## src/hw/rtl/rmmc_pkg.sv

```systemverilog
// ---------------------------------------------------------------------------
// rmmc_pkg: shared types and constants of the robot match mode controller
// Mode and motor codes, configuration indexes, bundled structs and the
// saturating speed negation used by the step logic.
// ---------------------------------------------------------------------------
package rmmc_pkg;

  localparam int TIME_W  = 32;
  localparam int CFG_W   = 16;
  localparam int SPEED_W = 9;
  localparam int CIDX_W  = 4;

  typedef logic [TIME_W-1:0]         time_t;
  typedef logic [CFG_W-1:0]          dur_t;
  typedef logic signed [SPEED_W-1:0] speed_t;

  // Most negative speed pattern and its saturated negation.
  localparam speed_t SPEED_MIN = 9'sh100;
  localparam speed_t SPEED_MAX = 9'sd255;

  typedef enum logic [2:0] {
    MODE_STANDBY   = 3'd0,
    MODE_COUNTDOWN = 3'd1,
    MODE_OPENING   = 3'd2,
    MODE_SEARCH    = 3'd3,
    MODE_CHARGE    = 3'd4,
    MODE_RECOVERY  = 3'd5
  } mode_t;

  typedef enum logic [1:0] {
    MOTOR_STANDBY = 2'd0,
    MOTOR_BRAKE   = 2'd1,
    MOTOR_DRIVE   = 2'd2
  } motor_t;

  // Configuration register indexes.
  localparam logic [CIDX_W-1:0] CFG_COUNTDOWN = 4'd0;
  localparam logic [CIDX_W-1:0] CFG_OPENING   = 4'd1;
  localparam logic [CIDX_W-1:0] CFG_PERSIST   = 4'd2;
  localparam logic [CIDX_W-1:0] CFG_RECOVERY  = 4'd3;
  localparam logic [CIDX_W-1:0] CFG_BACKUP    = 4'd4;
  localparam logic [CIDX_W-1:0] CFG_SEARCH_SP = 4'd5;
  localparam logic [CIDX_W-1:0] CFG_CHARGE_SP = 4'd6;
  localparam logic [CIDX_W-1:0] CFG_SPIN_SP   = 4'd7;

  typedef struct packed {
    dur_t   start_delay_ms;
    dur_t   opening_ms;
    dur_t   persist_ms;
    dur_t   recovery_ms;
    dur_t   backup_ms;
    speed_t search_speed;
    speed_t charge_speed;
    speed_t spin_speed;
  } cfg_t;

  typedef struct packed {
    mode_t mode;
    time_t mode_start_ms;
    time_t loss_start_ms;
    logic  spin_to_left;
  } state_t;

  typedef struct packed {
    logic  button_pressed;
    logic  left_border;
    logic  right_border;
    logic  opponent_seen;
    time_t now_ms;
  } sample_t;

  // Packed so that mode_now sits in the lowest bits.
  typedef struct packed {
    logic   led_on;
    speed_t right_speed;
    speed_t left_speed;
    motor_t motor_mode;
    mode_t  mode_now;
  } result_t;

  // Negation that maps the most negative pattern to the largest positive.
  function automatic speed_t neg_sat(input speed_t v);
    if (v == SPEED_MIN) begin
      return SPEED_MAX;
    end
    return -v;
  endfunction

endpackage

```

## src/hw/rtl/rmmc_step.sv

```systemverilog
// ---------------------------------------------------------------------------
// rmmc_step: next-state and result logic of the match mode controller
// Combinational: takes the current state, the configuration and one sample,
// and gives the state after the sample together with the result item.
// ---------------------------------------------------------------------------
module rmmc_step #(
  parameter int BLINK_MS      = 256,
  parameter int OPENING_SPEED = 200,
  parameter int BACKUP_SPEED  = -200
) (
  input  rmmc_pkg::state_t  st,
  input  rmmc_pkg::cfg_t    cfg,
  input  rmmc_pkg::sample_t smp,
  output rmmc_pkg::state_t  st_next,
  output rmmc_pkg::result_t res
);

  localparam int BLINK_BIT = $clog2(BLINK_MS);
  localparam rmmc_pkg::speed_t OPEN_SP = rmmc_pkg::speed_t'(OPENING_SPEED);
  localparam rmmc_pkg::speed_t BACK_SP = rmmc_pkg::speed_t'(BACKUP_SPEED);

  rmmc_pkg::time_t el_old;
  rmmc_pkg::time_t el_loss;
  rmmc_pkg::time_t el_new;
  logic            border;

  assign border  = smp.left_border | smp.right_border;
  assign el_old  = smp.now_ms - st.mode_start_ms;
  assign el_loss = smp.now_ms - st.loss_start_ms;

  // Mode transitions; in opening, search and charge, border hits win over all else.
  always_comb begin
    st_next = st;
    unique case (st.mode)
      rmmc_pkg::MODE_COUNTDOWN: begin
        if (el_old >= rmmc_pkg::time_t'(cfg.start_delay_ms)) begin
          st_next.mode          = rmmc_pkg::MODE_OPENING;
          st_next.mode_start_ms = smp.now_ms;
        end
      end
      rmmc_pkg::MODE_OPENING, rmmc_pkg::MODE_SEARCH: begin
        if (border) begin
          st_next.mode          = rmmc_pkg::MODE_RECOVERY;
          st_next.mode_start_ms = smp.now_ms;
          st_next.spin_to_left  = ~smp.left_border;
        end else if (smp.opponent_seen) begin
          st_next.mode          = rmmc_pkg::MODE_CHARGE;
          st_next.mode_start_ms = smp.now_ms;
          st_next.loss_start_ms = '0;
        end else if (st.mode == rmmc_pkg::MODE_OPENING &&
                     el_old >= rmmc_pkg::time_t'(cfg.opening_ms)) begin
          st_next.mode          = rmmc_pkg::MODE_SEARCH;
          st_next.mode_start_ms = smp.now_ms;
        end
      end
      rmmc_pkg::MODE_CHARGE: begin
        if (border) begin
          st_next.mode          = rmmc_pkg::MODE_RECOVERY;
          st_next.mode_start_ms = smp.now_ms;
          st_next.spin_to_left  = ~smp.left_border;
        end else if (smp.opponent_seen) begin
          st_next.loss_start_ms = '0;
        end else if (st.loss_start_ms == '0) begin
          // A loss stamped at time zero reads as not started again.
          st_next.loss_start_ms = smp.now_ms;
        end else if (el_loss >= rmmc_pkg::time_t'(cfg.persist_ms)) begin
          st_next.mode          = rmmc_pkg::MODE_SEARCH;
          st_next.mode_start_ms = smp.now_ms;
          st_next.loss_start_ms = '0;
        end
      end
      rmmc_pkg::MODE_RECOVERY: begin
        if (el_old >= rmmc_pkg::time_t'(cfg.recovery_ms)) begin
          st_next.mode          = rmmc_pkg::MODE_SEARCH;
          st_next.mode_start_ms = smp.now_ms;
        end
      end
      default: begin
        // Standby, and any unused code behaves as standby.
        st_next.mode = rmmc_pkg::MODE_STANDBY;
        if (smp.button_pressed) begin
          st_next.mode          = rmmc_pkg::MODE_COUNTDOWN;
          st_next.mode_start_ms = smp.now_ms;
        end
      end
    endcase
  end

  assign el_new = smp.now_ms - st_next.mode_start_ms;

  // Result for the mode after the transition.
  always_comb begin
    res             = '0;
    res.mode_now    = st_next.mode;
    res.motor_mode  = rmmc_pkg::MOTOR_STANDBY;
    unique case (st_next.mode)
      rmmc_pkg::MODE_COUNTDOWN: begin
        res.motor_mode = rmmc_pkg::MOTOR_BRAKE;
        res.led_on     = el_new[BLINK_BIT];
      end
      rmmc_pkg::MODE_OPENING: begin
        res.motor_mode  = rmmc_pkg::MOTOR_DRIVE;
        res.led_on      = 1'b1;
        res.left_speed  = OPEN_SP;
        res.right_speed = rmmc_pkg::neg_sat(OPEN_SP);
      end
      rmmc_pkg::MODE_SEARCH: begin
        res.motor_mode  = rmmc_pkg::MOTOR_DRIVE;
        res.led_on      = 1'b1;
        res.left_speed  = cfg.search_speed;
        res.right_speed = rmmc_pkg::neg_sat(cfg.search_speed);
      end
      rmmc_pkg::MODE_CHARGE: begin
        res.motor_mode  = rmmc_pkg::MOTOR_DRIVE;
        res.led_on      = 1'b1;
        res.left_speed  = cfg.charge_speed;
        res.right_speed = cfg.charge_speed;
      end
      rmmc_pkg::MODE_RECOVERY: begin
        res.motor_mode = rmmc_pkg::MOTOR_DRIVE;
        res.led_on     = 1'b1;
        if (el_new < rmmc_pkg::time_t'(cfg.backup_ms)) begin
          res.left_speed  = BACK_SP;
          res.right_speed = BACK_SP;
        end else if (st_next.spin_to_left) begin
          res.right_speed = cfg.spin_speed;
          res.left_speed  = rmmc_pkg::neg_sat(cfg.spin_speed);
        end else begin
          res.left_speed  = cfg.spin_speed;
          res.right_speed = rmmc_pkg::neg_sat(cfg.spin_speed);
        end
      end
      default: begin
        res.motor_mode = rmmc_pkg::MOTOR_STANDBY;
      end
    endcase
  end

endmodule

```

## src/hw/rtl/robot_match_mode_controller.sv

```systemverilog
// ---------------------------------------------------------------------------
// robot_match_mode_controller: six-mode match controller for a small robot
// Samples button, border and opponent sensors with a millisecond stamp and
// gives the mode, motor mode, wheel speeds and LED for each sample.
// ---------------------------------------------------------------------------
//  Channel   Dir  Handshake                      Payload
//  s_axis    in   s_axis_tvalid / s_axis_tready  one sensor sample
//  m_axis    out  m_axis_tvalid / m_axis_tready  one result per sample
//  cfg       in   cfg_valid / cfg_ready          register index and data
//
// A sample is registered at acceptance and its result is loaded into the
// result register when it advances; one sample is taken per cycle while the
// output is not stalled; mode state and result load in the same cycle.
// When the result register is stalled, one more sample is held in the input
// register; the input stalls only when both registers are full.
// Reset restores the default registers and standby; cfg_ready is always high.
// ---------------------------------------------------------------------------
module robot_match_mode_controller #(
  parameter int BLINK_MS      = 256,
  parameter int OPENING_SPEED = 200,
  parameter int BACKUP_SPEED  = -200
) (
  input  logic        clk,
  input  logic        rst,
  // tdata: button_pressed, left_border, right_border, opponent_seen,
  // now_ms[31:0], 4 zero bits
  input  logic        s_axis_tvalid,
  output logic        s_axis_tready,
  input  logic [39:0] s_axis_tdata,
  // tdata: mode_now[2:0], motor_mode[1:0], left_speed[8:0],
  // right_speed[8:0], led_on
  output logic        m_axis_tvalid,
  input  logic        m_axis_tready,
  output logic [23:0] m_axis_tdata,
  input  logic        cfg_valid,
  output logic        cfg_ready,
  input  logic [3:0]  cfg_index,
  input  logic [15:0] cfg_data
);

  rmmc_pkg::cfg_t    cfg;
  rmmc_pkg::state_t  st;
  rmmc_pkg::state_t  st_next;
  rmmc_pkg::sample_t smp;
  rmmc_pkg::result_t res;
  rmmc_pkg::result_t res_q;
  logic              smp_valid;
  logic              advance;

  assign cfg_ready = 1'b1;

  // Configuration registers.
  always_ff @(posedge clk) begin
    if (rst) begin
      cfg.start_delay_ms <= 16'd5000;
      cfg.opening_ms     <= 16'd300;
      cfg.persist_ms     <= 16'd500;
      cfg.recovery_ms    <= 16'd600;
      cfg.backup_ms      <= 16'd300;
      cfg.search_speed   <= 9'sd120;
      cfg.charge_speed   <= 9'sd255;
      cfg.spin_speed     <= 9'sd180;
    end else if (cfg_valid && cfg_ready) begin
      unique case (cfg_index)
        rmmc_pkg::CFG_COUNTDOWN: cfg.start_delay_ms <= cfg_data;
        rmmc_pkg::CFG_OPENING:   cfg.opening_ms     <= cfg_data;
        rmmc_pkg::CFG_PERSIST:   cfg.persist_ms     <= cfg_data;
        rmmc_pkg::CFG_RECOVERY:  cfg.recovery_ms    <= cfg_data;
        rmmc_pkg::CFG_BACKUP:    cfg.backup_ms      <= cfg_data;
        rmmc_pkg::CFG_SEARCH_SP: cfg.search_speed   <= cfg_data[8:0];
        rmmc_pkg::CFG_CHARGE_SP: cfg.charge_speed   <= cfg_data[8:0];
        rmmc_pkg::CFG_SPIN_SP:   cfg.spin_speed     <= cfg_data[8:0];
        default: ;
      endcase
    end
  end

  // A held sample moves on when the result register is free or draining.
  assign advance       = smp_valid && (!m_axis_tvalid || m_axis_tready);
  assign s_axis_tready = !smp_valid || advance;

  // Input register.
  always_ff @(posedge clk) begin
    if (rst) begin
      smp_valid <= 1'b0;
    end else if (s_axis_tready) begin
      smp_valid <= s_axis_tvalid;
    end
  end

  always_ff @(posedge clk) begin
    if (s_axis_tvalid && s_axis_tready) begin
      smp.button_pressed <= s_axis_tdata[0];
      smp.left_border    <= s_axis_tdata[1];
      smp.right_border   <= s_axis_tdata[2];
      smp.opponent_seen  <= s_axis_tdata[3];
      smp.now_ms         <= s_axis_tdata[35:4];
    end
  end

  rmmc_step #(
    .BLINK_MS      (BLINK_MS),
    .OPENING_SPEED (OPENING_SPEED),
    .BACKUP_SPEED  (BACKUP_SPEED)
  ) u_step (
    .st      (st),
    .cfg     (cfg),
    .smp     (smp),
    .st_next (st_next),
    .res     (res)
  );

  // Mode state register.
  always_ff @(posedge clk) begin
    if (rst) begin
      st.mode          <= rmmc_pkg::MODE_STANDBY;
      st.mode_start_ms <= '0;
      st.loss_start_ms <= '0;
      st.spin_to_left  <= 1'b0;
    end else if (advance) begin
      st <= st_next;
    end
  end

  // Result register.
  always_ff @(posedge clk) begin
    if (rst) begin
      m_axis_tvalid <= 1'b0;
    end else if (advance) begin
      m_axis_tvalid <= 1'b1;
    end else if (m_axis_tready) begin
      m_axis_tvalid <= 1'b0;
    end
  end

  always_ff @(posedge clk) begin
    if (advance) begin
      res_q <= res;
    end
  end

  assign m_axis_tdata = res_q;

  // State moves only together with a request entering the result register.
  a_state_hold: assert property (@(posedge clk) disable iff (rst)
    !advance |=> $stable(st))
    else $error("mode state changed without an advancing request");

  // The shown mode is the mode left in the state register.
  a_mode_match: assert property (@(posedge clk) disable iff (rst)
    advance |=> (res_q.mode_now == st.mode))
    else $error("result mode differs from stored mode");

  // Entering charge starts with no loss timer.
  a_charge_clear: assert property (@(posedge clk) disable iff (rst)
    (advance && st_next.mode == rmmc_pkg::MODE_CHARGE &&
     st.mode != rmmc_pkg::MODE_CHARGE) |=> (st.loss_start_ms == '0))
    else $error("loss timer not cleared on entering charge");

  // Standby results keep the motors and LED off.
  a_standby_out: assert property (@(posedge clk) disable iff (rst)
    (m_axis_tvalid && res_q.mode_now == rmmc_pkg::MODE_STANDBY) |->
    (!res_q.led_on && res_q.motor_mode == rmmc_pkg::MOTOR_STANDBY))
    else $error("standby result drives motors or LED");

endmodule
```

## config.mk

```make
export PLATFORM = sky130hd
export DESIGN_NAME = robot_match_mode_controller
export DESIGN_NICKNAME = d
export VERILOG_FILES = /design/src/hw/rtl/rmmc_pkg.sv /design/src/hw/rtl/rmmc_step.sv /design/src/hw/rtl/robot_match_mode_controller.sv
export SDC_FILE = /design/constraint.sdc
export NUM_CORES = 1
export LEC_CHECK = 0
export ABC_AREA = 1
export BUFFER_PORTS_ARGS = -buffer_cell sky130_fd_sc_hd__buf_2
export CAP_MARGIN = 15
export CORE_MARGIN = 1.5
export CORE_UTILIZATION = 43
export CTS_BUF_LIST = sky130_fd_sc_hd__clkbuf_8 sky130_fd_sc_hd__clkbuf_16
export CTS_CLUSTER_SIZE = 30
export DETAILED_ROUTE_END_ITERATION = 12
export HOLD_SLACK_MARGIN = 0.15
export PLACE_DENSITY = 0.71
export SLEW_MARGIN = 10
export SYNTH_ARGS = -nofsm -noshare
export SYNTH_HDL_FRONTEND = slang
export SYNTH_SLANG_ARGS = --single-unit
```

## constraint.sdc

```tcl
create_clock -name clk -period 11.7 [get_ports clk]
set_input_delay 1.755 -clock clk [delete_from_list [all_inputs] [get_ports clk]]
set_output_delay 1.755 -clock clk [all_outputs]
set_load 0.02 [all_outputs]
```

==> results.txt, run 1 <==
- Highest-count cells in the layout ignoring fill and taps: nand2_1 (844), inv_1 (557), a21oi_1 (274)
- Die area: 46200 um^2
- Total negative slack for setup checks: 0 ps
* Die X-Extent: 215 um
- Yosys printed 0 warnings.
* Worst Skew: 27.0 ps
- On the final layout, the worst hold slack is 459 ps.
- The later pin in the worst-skew pair is clocked with a latency of 600 ps.
* Type of the worst setup path: reg2reg
- Buffers inserted to repair hold after CTS numbered 0.
* Total Routing Usage GR: 25.1%
- The total overflow left after global routing is 0.
- VDD sags by at most 116 uV.
- Initial Util: 43.6%
- Leakage power summed over all cells: 0.0108 uW
* Input/output buffers: 86
- Entering global routing, the biggest net connects 83 pins.
- In the final design database the tool counted 3360 nets.
- For the worst setup path, the data required time is 12000 ps.
* Clock transition at path regs: 60 ps
- Clock tree from TritonCTS: done
- The worst path uses 83.1% of the clock period.
* Final number of max-transition violations: 0
- Number of buffers added for setup after CTS: 0
- Counting flops with an async set or reset pin after synthesis yields a share of 0%.
- Power density cells: 134 nW/um^2
* Placement-stage cell area: 20300 um^2
- Number of antenna violations at the first check in global routing: 3
* Synth Instances: 3067
* Cell area after synthesis: 19300 um^2
- In this run the clock root is driven by a clkbuf_16.
- Summing all non-filler instances in the final layout gives an area of 21200 um^2.
- After floorplanning, the core was divided into 77 placement rows.
* Remaining antenna violation count after routing: 0
* Number of buffers created by CTS: 29
- The tool flagged a number of max-cap violations equal to 0.
* Status: finished clean
- Total detailed-routing wirelength: 59.0 mm
- Layout cell share with drive strength beyond 1: 6.49%
- Post-synthesis average cell area: 6.30 um^2
* Wire per inst: 15.8 um
- Commonest non-fill, non-tap cell in the layout: nand2_1
- HP Class: reg2reg
* Primary flip-flop cell chosen by synthesis mapping: dfxtp_1
- Compared with the post-synthesis result, the final layout area differs by 9.82%.
- Measured against its own limit, the worst slew margin works out to 27.2%.
- The worst setup path is launched from a flop.
- At the end of routability-driven placement, the weighted congestion stood at 0.991.
- Per-cell via count in the routed design: 5.18
- CP dominant cell by count: nand2_1
* Number of setup violations in the final report: 0
- Count of different cell masters after synthesis: 44
* Via count: 19336
- Share of the yosys chip area belonging to registers: 27.6%
- Highest clock rate: 103 MHz
- Die Ht: 215 um
- STA classifies the critical path endpoint as a flop.
* Number of violations reported at the end of detailed-routing iteration 0: 1435
- On the critical path, the stage with the largest delay is an instance of a211oi_1.
- Post-synth EDFFs: 60
* Slew @ Worst Pin: 1090 ps
* Clock Sinks: 237
- Final critical-path required period: 9730 ps
- The first global-routing pass estimated 93.2 mm of wire.
* Wire length on met2: 26.0 mm
- RSZ-0062 raised after global routing: false
- Total DRC errors in the routed layout: 0
* Worst-case clock buffer depth: 3
* Met3 wire length: 4.08 mm
* Count of H-tree levels built during CTS: 1
- The total area inside the core boundary comes to 44300 um^2.
- Highest signal layer in the routed design: met4
- Slowest cell delay on critical path: 840 ps
- Total routed wire length on the met1 layer: 27.3 mm
- Of all nets on the critical path, the largest fanout is 28.
- Once the clock tree was built, the resizer swapped 0 gates to a different size.
- STA puts the critical path data arrival time at 10030 ps.
* Sum of net half-perimeters after detailed placement: 46.5 mm
- The pre-antenna-repair detailed-routing pass consisted of 6 iterations.
* Count of state elements after synthesis: 237
- Syn_nets: 3307
- Pin placement for this block handled 92 I/O pins.
- Hold Violations, Final: 0
- Via count of the first global-routing pass: 17416
[layout make-up]
class	count	area (um^2)
Antenna cell	1	2.50
Fill cell	4701	23100
Tap cell	592	741
Sequential cell	237	5350
Inverter	563	2110
Clock inverter	21	140
Timing Repair Buffer	96	509
Multi-Input combinational cell	2193	11600
Clock buffer	33	792
[metrics by stage]
stage / worst slack [ps] / std cells / utilization (%) / total power, uW
global route: 1380 / 3735 / 47.9 / 3040
floorplan: 4750 / 3067 / - / 1680
detailed placement: 2270 / 3680 / 45.8 / 1970
global placement: 2300 / 3680 / 45.8 / 1960
finish: 1970 / 3736 / 47.9 / 2850
CTS: 2210 / 3734 / 47.9 / 2850
[worst max-delay path: cells and delay by family (launching register included)]
family / cells / cell delay [ps]
flip-flops: 1 / 600
AO/OA/AOI/OAI: 10 / 2670
XOR/XNOR: 2 / 700
adder cells (fa/ha/maj): 4 / 1450
AND/OR/NAND/NOR: 28 / 3520
buffers and inverters: 1 / 430
[power breakdown]
group	switching [uW]	total (uW)	internal (uW)
clock	389	880	491
combinational	709	1060	354
sequential	31.0	912	881
total	1130	2850	1730
[metal layers]
layer	vias up	track usage, %
met2	543	40.3
met5	-	0
li1	9972	-
met3	99	3.58
met1	8722	35.0
met4	0	6.90
[logic make-up after synthesis]
| logic type | count (synthesis) | synth area share (%) |
|---|---|---|
| AO/OA/AOI/OAI | 597 | 16.5 |
| XOR/XNOR | 53 | 2.40 |
| adder cells (fa/ha/maj) | 175 | 11.4 |
| buffers and inverters | 637 | 12.4 |
| flip-flops | 237 | 27.6 |
| other | 1 | 0.0194 |
| AND/OR/NAND/NOR | 1367 | 29.5 |
[path summary, 6_finish.rpt]
kind	startpoint	end	slack (ps)	cells past startpoint
worst max-delay path	smp[7]	m_axis_tdata[11]	1970	45
worst max register to register	smp[7]	m_axis_tdata[11]	1970	45
worst min-delay path	cfg[104]	cfg[104]	460	2
worst min register to register	cfg[104]	cfg[104]	460	2
[registers in the layout, indices dropped and copies added (netlist names)]
name / cells
cfg: 107
st: 68
smp: 36
m_axis_tdata: 24
smp_valid: 1
m_axis_tvalid: 1
[synthesized netlist by cell type (4+ instances only)]
cell type / count / area share (%)
and2_1: 7 / 0.23
clkbuf_1: 65 / 1.3
inv_2: 6 / 0.12
nand3_2: 6 / 0.31
clkinv_1: 4 / 0.078
a21o_1: 4 / 0.16
edfxtp_1: 60 / 9.3
nand3b_1: 12 / 0.47
nor4_1: 10 / 0.32
nor2_2: 14 / 0.45
nand3_1: 136 / 3.5
o211ai_1: 14 / 0.54
inv_1: 553 / 11
a211oi_1: 9 / 0.35
nand2_2: 21 / 0.68
nand4_1: 35 / 1.1
xnor2_1: 8 / 0.36
dfxtp_1: 177 / 18
nand2_1: 845 / 16
buf_1: 6 / 0.12
nor3_1: 26 / 0.67
o21ai_0: 249 / 6.4
xor2_1: 45 / 2.0
nor2_1: 245 / 4.8
o21bai_1: 5 / 0.19
ha_1: 172 / 11
o221ai_1: 29 / 1.3
a21oi_1: 275 / 7.1
a31oi_1: 6 / 0.19
(Power assumes the default switching activity.)
==> run 2, diff against run 1 <==
- clock period: 11.7 -> 10 ns (I/O delays scaled with it)
==> run 2 against run 1 <==
First-iteration DRC count increased by 9.0%. Utilization rose by 0.12 points. Sequential share of layout area decreased by 0.064 points. Cell area grew 0.25%. Global-route usage about the same. Clock skew decreased by 10 ps. Count of clock-buffer cells in the layout down 2.
==> results.txt, run 2 (synthesized netlist as in run 1, its figures left out) <==
* Antenna Diode Count: 0 (-1)
- Max reg flops: 107 (unchanged)
- The sum of negative setup slack is 0 ps (unchanged).
- Min-delay src: cfg[86]
* Status: finished clean
- First-pass iteration count of the detailed router: 6 (unchanged)
- The switching share of power came to 39.2% (-0.33 points).
- Sink of the worst hold path: cfg[86]
- Nets@finish: 3361 (+0.030%)
- CP dominant cell by count: nand2_1
* Worst-case clock buffer depth: 3 (unchanged)
- Internal power component: 2060 uW (+19%)
- The final non-filler cell area came to 21300 um^2 (+0.25%).
- The pin count of the biggest net entering global routing came to 105 (+27%).
* Number of setup violations in the final report: 0 (unchanged)
- The number of max-cap violations was 0 (unchanged).
- The worst setup timing slack at the placement stage is 1010 ps (-1260 ps).
- Wire per inst: 15.8 um (-0.15%)
- The share of the cycle needed by the critical path after routing came to 92.2% (+9.0 points).
- Clock tree from TritonCTS: done
- The site row count was 77 (unchanged).
* Placement-stage cell area: 20300 um^2 (about the same)
* RSZ-0062 raised after global routing: false
- The minimum setup slack in the final design is 784 ps (-1190 ps).
- The die height was 215 um (unchanged).
- I/O pin total: 92 (unchanged)
- Final standard cell count with taps included and fillers excluded: 3736 (unchanged)
- Clk_lat worst skew: 590 ps (about the same)
- Launching point of the worst reg2reg path: smp[7]
- RD Place Congestion: 0.995 (+0.40%)
- The setup skew after layout is 16.6 ps (-10.4 ps).
- Buffer cell driving the clock tree root: clkbuf_16
* Via count: 19333 (-0.016%)
- The initial cell density of the core is 43.6% (unchanged).
- Total Routing Usage GR: 25.1% (about the same)
- CORE AREA: 44300 um^2 (unchanged)
- The number of global-route vias before repair is 17579 (+0.94%).
* Worst vdd ir: 154 uV (+32%)
* Portion of total power attributed to sequential cells: 31.5% (-0.4 points)
- Inst Count DP: 3682 (+0.054%)
* Worst setup EP type: flop
- Sum of net half-perimeters after detailed placement: 46.2 mm (-0.76%)
* Number of violations reported at the end of detailed-routing iteration 0: 1564 (+9.0%)
- Relative to the synthesized area, the layout overhead comes to 10.1%.
* Power density cells: 159 nW/um^2 (+18%)
- Per-cell via count in the routed design: 5.17 (about the same)
* CP startpoint kind: flop
- The relative max-transition margin came to 24.8% (-2.4 points).
- The total of buffers placed on input and output ports is 86 (unchanged).
- The worst setup path is of the reg2reg kind.
- Number of buffers added for setup after CTS: 0 (unchanged)
- The wire length of the first global-routing pass was 93.0 mm (-0.24%).
- Die X-Extent: 215 um (unchanged)
* Most flops, register: cfg
- Capture instance of the worst register-to-register path: m_axis_tdata[11]
- The critical path arrival is 9530 ps (-500 ps).
- The total congestion overflow after global routing came to 0 (unchanged).
* Clock transition at path regs: 60 ps (about the same)
- The standby leakage power is 0.0108 uW (about the same).
* Layout cell share with drive strength beyond 1: 6.65% (+0.16 points)
* Worst reg-to-reg setup slack: 780 ps (-1190 ps)
* Number of buffers created by CTS: 29 (unchanged)
* Final critical-path required period: 9220 ps (-509 ps)
- The delay contributed by the slowest stage of the critical path was 600 ps (-240 ps).
- The number of antenna violations at the first check in global routing was 2 (-1).
* Remaining antenna violation count after routing: 0 (unchanged)
* Slew @ Worst Pin: 1120 ps (+38.8 ps)
* Highest-count cells in the layout ignoring fill and taps: nand2_1 (844), inv_1 (555), a21oi_1 (274)
- Die area: 46200 um^2 (unchanged)
- The relative contribution of the clock network to total power came to 32.0% (+1.2 points).
- Count of H-tree levels built during CTS: 1 (unchanged)
* Critical-path cell with the highest stage delay: edfxtp_1
- Number of cells on the worst hold path: 2 (unchanged)
* Net switching power: 1330 uW (+18%)
* Commonest non-fill, non-tap cell in the layout: nand2_1
* Combinational share of power: 36.5% (-0.7 points)
* Highest clock rate: 109 MHz (+5.5%)
- The number of clock sinks was 237 (unchanged).
- Critical path fanouts, max: 28 (unchanged)
* Number of cells on the worst reg-to-reg path: 43 (-4.4%)
- Required time of the critical path: 10310 ps (-1690 ps)
- The total wirelength of the detailed-routed design was 58.9 mm (-0.15%).
- The post-route DRC violation count is 0 (unchanged).
- In the final layout, the registers with the most flip-flops are cfg x107, st x68, smp x36.
- The count of endpoints failing hold in the final timing report was 0 (unchanged).
- Final number of max-transition violations: 0 (unchanged)
* HP Class: reg2reg
-- run 2: worst max-delay path: cells and delay by family, from the launching register on --
| kind | cells | cell delay (ps) |
|---|---|---|
| flip-flops | 1 | 600 |
| XOR/XNOR | 2 | 740 |
| AND/OR/NAND/NOR | 25 | 3400 |
| adder cells (fa/ha/maj) | 4 | 1350 |
| buffers and inverters | 1 | 340 |
| AO/OA/AOI/OAI | 11 | 2490 |
-- run 2: through the flow --
| step | util (%) | hold slack, ps | total power (uW) |
|---|---|---|---|
| 2_1_floorplan | - | 429 | 1960 |
| 3_3_place_gp | 45.8 | 448 | 2290 |
| 4_1_cts | 48.0 | 464 | 3380 |
| 5_1_grt | 48.0 | 476 | 3620 |
| 6_report | 48.0 | 458 | 3390 |
| 3_5_place_dp | 45.8 | 454 | 2300 |
-- run 2: how the worst max path moves through the flow --
stage	end	slack (ps)	startpoint
after floorplan	m_axis_tdata[11]	3050	smp[0]
after detailed placement	m_axis_tdata[11]	1010	smp[11]
final	m_axis_tdata[11]	780	smp[7]
after global placement	m_axis_tdata[11]	1070	smp[11]
after global routing	m_axis_tdata[8]	80	smp[1]
after CTS	m_axis_tdata[11]	960	smp[11]
-- run 2: area by class of cell --
class | instances | area, um^2
clock buffer | 31 | 764
clock inverter | 23 | 219
fill | 4652 | 23000
inverter | 563 | 2120
multi-input combinational | 2193 | 11600
sequential | 237 | 5350
tap | 592 | 741
timing repair buffer | 97 | 513
-- run 2: power by group through the flow --
stage	logic (uW)	clock network, uW	registers [uW]
global placement	1200	0	1090
CTS	1220	1090	1070
floorplan	882	0	1080
finish	1240	1080	1070
detailed placement	1210	0	1090
global route	1410	1130	1070
-- run 2: metal layers --
metal	up-vias	track usage, %	routed length, um
met5	-	0	0
met4	0	8.60	2120
met3	125	4.40	4420
met2	575	40.5	25700
met1	8659	33.7	26700
li1	9974	-	-
-- run 2: what timing repair did --
item | CTS | global route
endpoints found under the setup margin | 0 | 4
hold endpoints to repair | 0 | 0
hold buffers | 0 | 0
gates resized for setup | 0 | 1
==> run 3, diff against run 2 <==
- CORE_UTILIZATION: 43 -> 45
- PLACE_DENSITY: 0.71 -> 0.58
==> run 3 against run 2 <==
Sequential power is essentially flat. Largest cell class unchanged. Routed wire length increased by 6.9%. Maximum frequency increased by 2.8%. Global-route usage is 3.2 points higher. Setup slack better by 250 ps. Critical endpoint unchanged. Worst hold slack gained 3.7 ps. Largest power group unchanged.
==> results.txt, run 3 (synthesized netlist as in run 1, its figures left out) <==
- STA classifies the critical path startpoint as a flop.
- The die height is 210 um (-2.2%).
* Status: finished clean
- The delay contributed by the slowest stage of the critical path is 800 ps (+200 ps).
* Buffer cell driving the clock tree root: clkbuf_16
- Synth-to-Final Area Change: 10.4%
- Type of the worst setup path: reg2reg
- Commonest non-fill, non-tap cell in the layout: nand2_1
* Nets@finish: 3361 (unchanged)
- The count of endpoints failing hold in the final timing report came to 0 (unchanged).
* Number of buffers created by CTS: 30 (+3.4%)
- The number of antenna violations at the first check in global routing is 1 (-1).
* I/O pin total: 92 (unchanged)
* Largest registers ranked by flip-flop count: cfg x107, st x68, smp x36
* Post-route design area: 21300 um^2 (+0.25%)
- CORE AREA: 42100 um^2 (-4.9%)
* Number of violations reported at the end of detailed-routing iteration 0: 1240 (-21%)
* Die area: 44200 um^2 (-4.4%)
- Hold buffer count at CTS: 0 (unchanged)
- The count of instances resized after the clock tree is built came to 0 (unchanged).
- The total congestion overflow after global routing came to 0 (unchanged).
- Portion of the clock cycle consumed by the worst path in the final layout: 89.6% (-2.5 points)
- The slowest stage of the critical path is the a21oi_4 cell.
- Highest clock rate: 112 MHz (+2.8%)
- The total power density per cell area is 165 nW/um^2 (+3.7%).
* Initial Util: 45.9% (+2.3 points)
* Placement-stage cell area: 20200 um^2 (-0.34%)
- Total negative slack for setup checks: 0 ps (unchanged)
* Wire per inst: 17.1 um (+8.3%)
* Remaining antenna violation count after routing: 0 (unchanged)
- The number of max-cap violations was 0 (unchanged).
* Total Routing Usage GR: 28.3% (+3.2 points)
- Max reg flops: 107 (unchanged)
* Final critical-path required period: 8960 ps (-253 ps)
- The final-report setup violation count was 0 (unchanged).
* RD Place Congestion: 0.959 (-3.7%)
- In this run the worst hold path is classified as reg2reg.
- Required time of the critical path: 10340 ps (+30 ps)
- Sum of net half-perimeters after detailed placement: 50.6 mm (+9.5%)
- The first-pass iteration count of the detailed router came to 6 (unchanged).
- The post-route DRC violation count was 0 (unchanged).
* Die X-Extent: 210 um (-2.2%)
* Worst setup EP type: flop
* Most flops, register: cfg
- Worst vdd ir: 134 uV (-13%)
* Core Util, Final: 50.6% (+2.6 points)
- Via count: 19416 (+0.43%)
* Clock tree from TritonCTS: done
- The clock latency reported for the late side of the worst-skew pair is 600 ps (about the same).
* Worst-case clock buffer depth: 3 (unchanged)
* Total detailed-routing wirelength: 62.9 mm (+6.9%)
- RSZ-0062 raised after global routing: false
- The largest fanout on the critical path was 28 (unchanged).
- Global-route wire length before repair: 97.8 mm (+5.2%)
* CP dominant cell by count: nand2_1
- Number of buffers added for setup after CTS: 0 (unchanged)
* Worst slew slack as a fraction of its limit: 34.2% (+9.4 points)
- Final number of max-transition violations: 0 (unchanged)
- Via count of the first global-routing pass: 18086 (+2.9%)
* Pin count of the biggest net entering global routing: 95 (-9.5%)
* Slew @ Worst Pin: 987 ps (-137 ps)
- The top cell types in the final layout, fill and taps aside, are nand2_1 (845), inv_1 (554), a21oi_1 (274).
- The standby leakage power was 0.0109 uW (+0.56%).
* Clock Sinks: 237 (unchanged)
- Count of H-tree levels built during CTS: 1 (unchanged)
- Worst Skew: 40.5 ps (+24.0 ps)
- The worst hold-check slack is 462 ps (+3.68 ps).
* Input/output buffers: 86 (unchanged)
- The post-detailed-route via-to-cell ratio was 5.27 (+1.8%).
- The ratio of cells with drive above 1 in the final layout is 6.55% (-0.098 points).
* Critical path data arrival time: 9310 ps (-220 ps)
- Clock transition at path regs: 60 ps (about the same)
- Number of placement rows: 75 (-2.6%)
==> run 3: final timing paths <==
path                                         end  slack [ps]    start  cells after the start
worst max-delay path            m_axis_tdata[11]        1040   smp[1]                     44
worst min-delay path                     cfg[95]         460  cfg[95]                      2
worst max register to register  m_axis_tdata[11]        1040   smp[1]                     44
worst min register to register           cfg[95]         460  cfg[95]                      2
==> run 3: layout make-up <==
cell class	count	area (um^2)
clock inverters	25	337
inverters	563	2110
clock buffers	31	764
multi-input cells	2193	11600
flip-flops and latches	237	5350
fillers	4318	20800
well taps	539	674
repair buffers	96	505
diodes	2	5.00
==> run 3: through the flow <==
| step | total power [uW] | std cells | setup WS, ps |
|---|---|---|---|
| final | 3520 | 3686 | 1040 |
| after detailed placement | 2320 | 3628 | 1150 |
| after global routing | 3750 | 3684 | 163 |
| after floorplan | 1960 | 3067 | 3050 |
| after CTS | 3540 | 3684 | 1110 |
| after global placement | 2300 | 3628 | 1180 |
==> run 3: worst max-delay path: cells and delay by family, from the launching register on <==
family,cells,cell delay (ps)
buffers and inverters,3,430
xor gates and xnor gates,2,1020
and+or+nand+nor,22,2670
adders and majority gates,4,1410
DFF,1,590
AOI/OAI and AO/OA,13,2560
==> run 3: metal layers <==
layer | global-route usage [%] | wire length [um] | vias to the layer above
met2 | 45.9 | 27800 | 514
li1 | - | - | 9974
met1 | 38.8 | 29500 | 8829
met4 | 8.16 | 1580 | 2
met3 | 4.35 | 4120 | 97
met5 | 0 | 13 | -
==> run 3: report_power, final <==
group	internal (uW)	switching (uW)	leakage, uW
Combinational	417	827	0.00829
Sequential	1030	39.2	0.00202
Clock	741	470	0.000546
